===== src/rtl/der_pkg.sv =====
package der_pkg;

  // Longest run that one escape triple may describe.
  localparam int unsigned MAX_RUN = 255;
  // Default depth of the run queue between the front and the back part.
  localparam int unsigned QUEUE_DEPTH = 4;
  localparam logic [7:0] ESC_BYTE = 8'hFF;

  typedef struct packed {
    logic [7:0] value;
    logic [7:0] len;
    logic       last;
  } run_desc_t;

  // Up to two closed runs leave the front part in one cycle.
  typedef struct packed {
    logic [1:0] cnt;
    run_desc_t  first;
    run_desc_t  second;
  } run_push_t;

  // Number of payload bytes a closed run turns into (1 to 3).
  function automatic logic [1:0] run_bytes(input run_desc_t d);
    logic [1:0] n;
    if (d.len >= 8'd3 || d.value == ESC_BYTE) begin
      n = 2'd3;
    end else if (d.len == 8'd2) begin
      n = 2'd2;
    end else begin
      n = 2'd1;
    end
    return n;
  endfunction

  // Payload byte number idx of a closed run.
  function automatic logic [7:0] run_byte(input run_desc_t d, input logic [1:0] idx);
    logic [7:0] b;
    if (d.len >= 8'd3 || d.value == ESC_BYTE) begin
      case (idx)
        2'd0:    b = ESC_BYTE;
        2'd1:    b = (d.len >= 8'd3) ? d.value : ESC_BYTE;
        default: b = d.len;
      endcase
    end else begin
      b = d.value;
    end
    return b;
  endfunction

endpackage


===== src/rtl/der_in_if.sv =====
interface der_in_if;
  logic       valid;
  logic       ready;
  logic [7:0] in_byte;
  logic       in_last;

  modport source (output valid, output in_byte, output in_last, input ready);
  modport sink (input valid, input in_byte, input in_last, output ready);
endinterface


===== src/rtl/der_out_if.sv =====
interface der_out_if;
  logic       valid;
  logic       ready;
  logic [7:0] out_byte;
  logic       out_last;

  modport source (output valid, output out_byte, output out_last, input ready);
  modport sink (input valid, input out_byte, input out_last, output ready);
endinterface


===== src/rtl/der_front.sv =====
module der_front (
  input  logic               clk_i,
  input  logic               rst_ni,
  der_in_if.sink             in_i,
  input  logic               space_ok_i,
  output der_pkg::run_push_t push_o
);

  logic [7:0] prev_q, prev_d;
  logic       started_q, started_d;
  logic [7:0] val_q, val_d;
  logic [7:0] len_q, len_d;

  logic              accept;
  logic [7:0]        delta;
  logic              extend;
  logic              closing;
  der_pkg::run_desc_t old_run;
  der_pkg::run_desc_t cur_run;

  assign in_i.ready = space_ok_i;
  assign accept     = in_i.valid && space_ok_i;

  assign delta   = started_q ? (in_i.in_byte - prev_q) : in_i.in_byte;
  assign extend  = (len_q != 8'd0) && (delta == val_q) && (len_q < 8'(der_pkg::MAX_RUN));
  assign closing = (len_q != 8'd0) && !extend;

  always_comb begin
    old_run.value = val_q;
    old_run.len   = len_q;
    old_run.last  = 1'b0;
    if (extend) begin
      cur_run.value = val_q;
      cur_run.len   = len_q + 8'd1;
    end else begin
      cur_run.value = delta;
      cur_run.len   = 8'd1;
    end
    cur_run.last = in_i.in_last;
  end

  always_comb begin
    push_o.cnt    = 2'd0;
    push_o.first  = old_run;
    push_o.second = cur_run;
    if (accept) begin
      if (in_i.in_last) begin
        if (closing) begin
          push_o.cnt = 2'd2;
        end else begin
          push_o.cnt   = 2'd1;
          push_o.first = cur_run;
        end
      end else if (closing) begin
        push_o.cnt = 2'd1;
      end
    end
  end

  always_comb begin
    prev_d    = prev_q;
    started_d = started_q;
    val_d     = val_q;
    len_d     = len_q;
    if (accept) begin
      if (in_i.in_last) begin
        prev_d    = 8'd0;
        started_d = 1'b0;
        val_d     = 8'd0;
        len_d     = 8'd0;
      end else begin
        prev_d    = in_i.in_byte;
        started_d = 1'b1;
        val_d     = cur_run.value;
        len_d     = cur_run.len;
      end
    end
  end

  always_ff @(posedge clk_i or negedge rst_ni) begin
    if (!rst_ni) begin
      prev_q    <= 8'd0;
      started_q <= 1'b0;
      val_q     <= 8'd0;
      len_q     <= 8'd0;
    end else begin
      prev_q    <= prev_d;
      started_q <= started_d;
      val_q     <= val_d;
      len_q     <= len_d;
    end
  end

endmodule


===== src/rtl/der_queue.sv =====
module der_queue #(
  parameter int unsigned DEPTH = der_pkg::QUEUE_DEPTH
) (
  input  logic               clk_i,
  input  logic               rst_ni,
  input  der_pkg::run_push_t push_i,
  input  logic               pop_i,
  output der_pkg::run_desc_t head_o,
  output logic               empty_o,
  output logic               space_ok_o
);

  localparam int unsigned PW = (DEPTH > 2) ? $clog2(DEPTH) : 1;
  localparam int unsigned CW = $clog2(DEPTH + 1);

  der_pkg::run_desc_t mem [DEPTH];

  logic [PW-1:0] wr_q, wr_d;
  logic [PW-1:0] rd_q, rd_d;
  logic [CW-1:0] count_q, count_d;
  logic [PW-1:0] wr_next;

  function automatic logic [PW-1:0] ptr_inc(input logic [PW-1:0] p);
    return (p == PW'(DEPTH - 1)) ? '0 : p + PW'(1);
  endfunction

  assign wr_next    = ptr_inc(wr_q);
  assign head_o     = mem[rd_q];
  assign empty_o    = (count_q == '0);
  // Room for the worst case of two runs closing on one beat.
  assign space_ok_o = (count_q <= CW'(DEPTH - 2));

  always_comb begin
    case (push_i.cnt)
      2'd1:    wr_d = wr_next;
      2'd2:    wr_d = ptr_inc(wr_next);
      default: wr_d = wr_q;
    endcase
    rd_d    = pop_i ? ptr_inc(rd_q) : rd_q;
    count_d = count_q + CW'(push_i.cnt) - CW'(pop_i);
  end

  always_ff @(posedge clk_i) begin
    if (push_i.cnt != 2'd0) begin
      mem[wr_q] <= push_i.first;
    end
    if (push_i.cnt == 2'd2) begin
      mem[wr_next] <= push_i.second;
    end
  end

  always_ff @(posedge clk_i or negedge rst_ni) begin
    if (!rst_ni) begin
      wr_q    <= '0;
      rd_q    <= '0;
      count_q <= '0;
    end else begin
      wr_q    <= wr_d;
      rd_q    <= rd_d;
      count_q <= count_d;
    end
  end

endmodule


===== src/rtl/der_back.sv =====
module der_back (
  input  logic               clk_i,
  input  logic               rst_ni,
  input  der_pkg::run_desc_t head_i,
  input  logic               empty_i,
  output logic               pop_o,
  output logic               mid_run_o,
  der_out_if.source          out_o
);

  logic [1:0] idx_q, idx_d;
  logic       valid_q, valid_d;
  logic [7:0] byte_q, byte_d;
  logic       last_q, last_d;

  logic       load;
  logic       final_byte;
  logic [1:0] nbytes;

  assign nbytes     = der_pkg::run_bytes(head_i);
  assign final_byte = (idx_q == nbytes - 2'd1);
  assign load       = !empty_i && (!valid_q || out_o.ready);
  assign pop_o      = load && final_byte;
  assign mid_run_o  = (idx_q != 2'd0);

  assign out_o.valid    = valid_q;
  assign out_o.out_byte = byte_q;
  assign out_o.out_last = last_q;

  always_comb begin
    idx_d   = idx_q;
    valid_d = valid_q;
    byte_d  = byte_q;
    last_d  = last_q;
    if (load) begin
      valid_d = 1'b1;
      byte_d  = der_pkg::run_byte(head_i, idx_q);
      last_d  = head_i.last && final_byte;
      idx_d   = final_byte ? 2'd0 : idx_q + 2'd1;
    end else if (out_o.ready) begin
      valid_d = 1'b0;
    end
  end

  always_ff @(posedge clk_i or negedge rst_ni) begin
    if (!rst_ni) begin
      idx_q   <= 2'd0;
      valid_q <= 1'b0;
    end else begin
      idx_q   <= idx_d;
      valid_q <= valid_d;
    end
  end

  always_ff @(posedge clk_i) begin
    byte_q <= byte_d;
    last_q <= last_d;
  end

endmodule


===== src/rtl/delta_rle_encoder_unit.sv =====
// Channel  Direction  Payload              Beat
// in_i     sink       in_byte, in_last     one raw byte
// out_o    source     out_byte, out_last   one payload byte
//
// The front part takes one raw byte per cycle while the run queue has room for two runs.
// Back part: one registered payload byte per cycle while out_o is ready, 1 to 3 per run.
// Sustained rate is one input beat per cycle unless short runs outpace the output port.
// Reset is asynchronous, active low, and clears the run state, queue pointers and valids.
// Either side may stall on its own; the queue absorbs the difference.
module delta_rle_encoder_unit #(
  parameter int unsigned QUEUE_DEPTH = der_pkg::QUEUE_DEPTH
) (
  input  logic      clk_i,
  input  logic      rst_ni,
  der_in_if.sink    in_i,
  der_out_if.source out_o
);

  der_pkg::run_push_t push;
  der_pkg::run_desc_t head;
  logic               empty;
  logic               space_ok;
  logic               pop;
  logic               mid_run;

  der_front u_front (
    .clk_i      (clk_i),
    .rst_ni     (rst_ni),
    .in_i       (in_i),
    .space_ok_i (space_ok),
    .push_o     (push)
  );

  der_queue #(
    .DEPTH (QUEUE_DEPTH)
  ) u_queue (
    .clk_i      (clk_i),
    .rst_ni     (rst_ni),
    .push_i     (push),
    .pop_i      (pop),
    .head_o     (head),
    .empty_o    (empty),
    .space_ok_o (space_ok)
  );

  der_back u_back (
    .clk_i     (clk_i),
    .rst_ni    (rst_ni),
    .head_i    (head),
    .empty_i   (empty),
    .pop_o     (pop),
    .mid_run_o (mid_run),
    .out_o     (out_o)
  );

`ifndef SYNTHESIS
  a_pop_nonempty: assert property (@(posedge clk_i) disable iff (!rst_ni)
    pop |-> !empty)
    else $error("run queue popped while empty");

  a_double_push_last: assert property (@(posedge clk_i) disable iff (!rst_ni)
    (push.cnt == 2'd2) |->
      (in_i.valid && in_i.ready && in_i.in_last && push.second.last && !push.first.last))
    else $error("two runs closed outside the end of a block");

  a_mid_run_head: assert property (@(posedge clk_i) disable iff (!rst_ni)
    mid_run |-> (!empty && (head.len >= 8'd2 || head.value == der_pkg::ESC_BYTE)))
    else $error("back part is inside a run with no multi-byte run at the head");
`endif

endmodule


===== src/flat_wrapper.sv =====
// flat-port wrapper written by rule: the top's interface ports become plain ports
module delta_rle_encoder_unit_flat 
#(
  parameter int unsigned QUEUE_DEPTH = der_pkg::QUEUE_DEPTH
)
  (clk_i, rst_ni, in_i_valid, in_i_in_byte, in_i_in_last, in_i_ready, out_o_valid, out_o_out_byte, out_o_out_last, out_o_ready);
  der_in_if in_i_i ();
  der_out_if out_o_i ();
  input  logic clk_i;
  input  logic rst_ni;
  input wire logic [$bits(in_i_i.valid)-1:0] in_i_valid;
  input wire logic [$bits(in_i_i.in_byte)-1:0] in_i_in_byte;
  input wire logic [$bits(in_i_i.in_last)-1:0] in_i_in_last;
  output wire logic [$bits(in_i_i.ready)-1:0] in_i_ready;
  output wire logic [$bits(out_o_i.valid)-1:0] out_o_valid;
  output wire logic [$bits(out_o_i.out_byte)-1:0] out_o_out_byte;
  output wire logic [$bits(out_o_i.out_last)-1:0] out_o_out_last;
  input wire logic [$bits(out_o_i.ready)-1:0] out_o_ready;
  assign in_i_i.valid = in_i_valid;
  assign in_i_i.in_byte = in_i_in_byte;
  assign in_i_i.in_last = in_i_in_last;
  assign in_i_ready = in_i_i.ready;
  assign out_o_valid = out_o_i.valid;
  assign out_o_out_byte = out_o_i.out_byte;
  assign out_o_out_last = out_o_i.out_last;
  assign out_o_i.ready = out_o_ready;
  delta_rle_encoder_unit #(.QUEUE_DEPTH(QUEUE_DEPTH)) u_core (.clk_i(clk_i), .rst_ni(rst_ni), .in_i(in_i_i), .out_o(out_o_i));
endmodule

===== config.mk =====
export PLATFORM = sky130hd
export DESIGN_NAME = delta_rle_encoder_unit_flat
export DESIGN_NICKNAME = d
export VERILOG_FILES = /design/src/rtl/der_pkg.sv /design/src/rtl/der_in_if.sv /design/src/rtl/der_out_if.sv /design/src/rtl/der_front.sv /design/src/rtl/der_queue.sv /design/src/rtl/der_back.sv /design/src/rtl/delta_rle_encoder_unit.sv /design/src/flat_wrapper.sv
export SDC_FILE = /design/constraint.sdc
export NUM_CORES = 1
export LEC_CHECK = 0
export BUFFER_PORTS_ARGS = -buffer_cell sky130_fd_sc_hd__buf_2
export CELL_PAD_IN_SITES_DETAIL_PLACEMENT = 1
export CELL_PAD_IN_SITES_GLOBAL_PLACEMENT = 1
export CORE_UTILIZATION = 45
export DETAILED_ROUTE_END_ITERATION = 12
export GPL_ROUTABILITY_DRIVEN = 0
export PLACE_DENSITY = 0.7
export SLEW_MARGIN = 40
export SYNTH_ARGS = -nofsm -noshare
export SYNTH_HDL_FRONTEND = slang
export SYNTH_SLANG_ARGS = --single-unit

===== constraint.sdc =====
create_clock -name clk_i -period 10.8 [get_ports clk_i]
set_clock_uncertainty 0.2 [all_clocks]
set_input_delay 3.24 -clock clk_i [delete_from_list [all_inputs] [get_ports clk_i]]
set_output_delay 3.24 -clock clk_i [all_outputs]
set_load 0.05 [all_outputs]

==> results.py <==
metrics = {
    "clock_tree": {
        "ctsHtreeMaxLevel": 3,
        "cts.repair.resized": 0,
        "cts_tree": "built",
        "holdBufCountCts": 0,
        "clock-sinks": 112,
        "cts_made_buffers": 9,
        "clockRootBuffer": "clkbuf_16",
        "cts_setup_buffers": 0,
        "cts_buffer_depth": 2,
        "path_clk_slew_ps": 80,
        "clk_latency_ps": 360,
    },
    "global_route": {
        "grt_overflow": 0,
        "grt_pass1_wl_um": 27000,
        "antenna_found_initial": 0,
        "grtUsageTotal_pct": 24.2,
        "grt_max_degree": 43,
        "grt_pass1_vias": 4765,
    },
    "logic_synthesis": {
        "syn_nets": 645,
        "postSynthCellCount": 602,
        "yosysSeqAreaShare_pct": 48.8,
        "synth_top_area_share_pct": 35.4,
        "synth.avg_cell_area_um2": 10.8,
        "synth_area_um2": 6530,
        "yosys.area.top_type": "edfxtp_1",
        "synthTopCellsByCount": "edfxtp_1 (77), nand2_1 (51), o21ai_0 (49)",
        "synth_edf_count": 77,
        "yosys-top-cells-area": "edfxtp_1 (35%), dfrtp_1 (13%), mux4_2 (5.9%)",
        "async_flop_share_pct": 31.3,
        "yosys_register_bits": 112,
        "ys_types": 61,
        "yosys_most_used_dff": "edfxtp_1",
        "synth_warnings": 0,
        "synth_most_common_cell": "edfxtp_1",
    },
    "critical_path": {
        "endpoint": "u_core.u_queue.mem[0][11]",
        "start_kind": "input pin",
        "crit_arrival_ps": 7690,
        "reg2reg_slack_ps": 5520,
        "crit_fanout": 42,
        "timing.rr.start": "u_core.u_front.len_q[0]",
        "cp-end-kind": "register",
        "ff2ff_path_depth": 16,
        "crit_type": "input pin to register",
        "crit_slowest_cell": "mux2i_1",
        "critPathMaxStageDelay_ps": 570,
        "crit_chain": "buf_2, inv_1, ha_1, inv_1, fa_1, mux2i_1, xnor2_1, nor2_1, o2111a_1, nand4_1, a211oi_4, buf_4, or2_2, ha_1, nand2b_1, ha_1, nand2_1, nand2_1, mux2_2",
        "startpoint": "in_i_in_byte[0]",
        "crit_top_cell": "ha_1",
        "cp.required_ps": 10710,
        "worstReg2RegEnd": "u_core.u_queue.mem[0][11]",
    },
    "sta": {
        "slew_violations": 0,
        "worst_pin_slew_ps": 840,
        "finalSetupTns_ps": 0,
        "hold_viol": 0,
        "fmax_mhz": 128,
        "fin_crit_sh_pct": 72.1,
        "holdWs_ps": 309,
        "max_slew_margin_pct": 43.8,
        "period_minus_slack_ps": 7790,
        "setup_viol": 0,
        "rsz0062_at_grt": "false",
    },
    "route": {
        "drt_wl_total_um": 16800,
        "num_vias": 4777,
        "wl_per_cell_um": 21.1,
        "via_per_inst": 6.00,
        "drc_errors": 0,
        "drtIter0Drc": 300,
        "dr.pass1.iters": 5,
        "detail-route-antenna-nets": 0,
    },
    "finish": {
        "fin_nets": 654,
        "diodes": 0,
        "nFillCells": 1526,
        "final_util_pct": 50.4,
        "drive_above_1_share_pct": 13.8,
        "syn_to_final_growth_pct": 8.41,
    },
    "run_status": {
        "status": "finished, final reports clean",
    },
    "die": {
        "die-area_um2": 15000,
        "coreArea_um2": 14000,
        "pin_count": 24,
        "initial_core_util_pct": 46.5,
        "rows": 43,
        "die_h_um": 122,
        "die_w_um": 122,
    },
    "place": {
        "place.detailed.hpwl_um": 12300,
        "io_buffer_count": 23,
    },
    "power": {
        "peakVddDrop_mv": 0.119,
        "leakage_uw": 0.00272,
        "power_uw": 1900,
        "power_density_nw_per_um2": 269,
    },
    "run": {
        "maxCapViolCount": 0,
    },
    "worst_hold_path": {
        "hp-class": "register to register",
    },
}
-- logic make-up after synthesis --
logic type      share of synthesized area, %
simple gates                            13.2
compound gates                          17.2
flops                                   48.8
buf+inv                                 4.47
mux                                     8.36
fa+ha+maj                               5.98
xor+xnor                                2.01
-- metal layers --
metal | GRT usage, % | up-vias | share of wire, %
met5 | 0 | - | 0
met4 | 6.10 | 0 | 1.2
met3 | 3.49 | 14 | 3.2
met2 | 38.0 | 86 | 47
met1 | 35.1 | 2424 | 49
li1 | - | 2253 | -
-- cell usage in the layout, fill, tap and decap left out, types with 3 or more instances in the layout --
cell	n
edfxtp_1	77
nand2_1	51
nor2_1	48
o21ai_0	45
a21oi_1	38
inv_1	36
dfrtp_1	33
ha_1	28
a22o_1	25
buf_2	22
mux4_2	17
nand3_1	14
nand2b_1	11
mux2_2	10
buf_4	10
clkbuf_16	9
nor2b_1	8
xnor2_1	8
o22a_1	8
and2_1	7
and3_1	7
xor2_1	7
o211ai_1	6
a31oi_1	6
mux2i_1	5
nor3_1	5
a32o_1	5
o311a_1	4
or3_1	4
nand4_1	4
o21ai_1	4
nor3b_1	3
or2_2	3
clkinv_1	3
o2bb2ai_1	3
inv_6	3
-- critical path: cells and delay by family --
family	cells	cell delay (ps)
compound gates	2	390
xor+xnor	1	130
fa+ha+maj	4	1090
buf+inv	4	630
mux	2	970
simple gates	6	1230
-- cell type report --
class | count | area [µm²] | share of cell area (%)
clock inverters | 6 | 41.3 | 0.583
well taps | 180 | 225 | 3.18
multi-input cells | 418 | 3060 | 43.2
flip-flops and latches | 112 | 3190 | 45.1
clock buffers | 10 | 229 | 3.24
inverters | 37 | 139 | 1.96
repair buffers | 33 | 196 | 2.78
-- where the power goes --
| group | total (µW) | leakage (µW) | switching (µW) | internal [µW] |
|---|---|---|---|---|
| Sequential | 703 | 0.00114 | 95.0 | 608 |
| Clock | 317 | 0.000129 | 159 | 158 |
| Combinational | 882 | 0.00146 | 546 | 335 |
| Total | 1900 | 0.00272 | 800 | 1100 |
-- metrics by stage --
stage,cells,worst slack (ps),cell area (µm²)
floorplan,602,2910,6530
global placement,779,2760,6790
detailed placement,779,2590,6790
CTS,795,2980,7060
global route,796,2710,7080
finish,796,3010,7080
-- how the worst min path moves through the flow --
stage,start,end,cells after the start
3_5_place_dp,u_core.u_back.out_o.valid,u_core.u_back.out_o.valid,2
4_1_cts,u_core.u_queue.count_q[2],u_core.u_queue.count_q[2],1
6_report,u_core.u_back.out_o.valid,u_core.u_back.out_o.valid,2
2_1_floorplan,u_core.u_queue.count_q[2],u_core.u_queue.count_q[2],1
5_1_grt,u_core.u_queue.count_q[2],u_core.u_queue.count_q[2],1
3_3_place_gp,u_core.u_back.out_o.valid,u_core.u_back.out_o.valid,2
-- state kept, by name, summed over array words and instances (netlist names) --
| signal | flops |
|---|---|
| u_core.u_front.val_q | 8 |
| u_core.u_queue.wr_q | 2 |
| u_core.u_back.idx_q | 2 |
| u_core.u_queue.rd_q | 2 |
| u_core.u_queue.count_q | 3 |
| u_core.u_back.out_o.out_last | 1 |
| u_core.u_back.out_o.valid | 1 |
| u_core.u_queue.mem | 68 |
| u_core.u_front.prev_q | 8 |
| u_core.u_front.started_q | 1 |
| u_core.u_back.out_o.out_byte | 8 |
| u_core.u_front.len_q | 8 |
(Power assumes the default switching activity.)
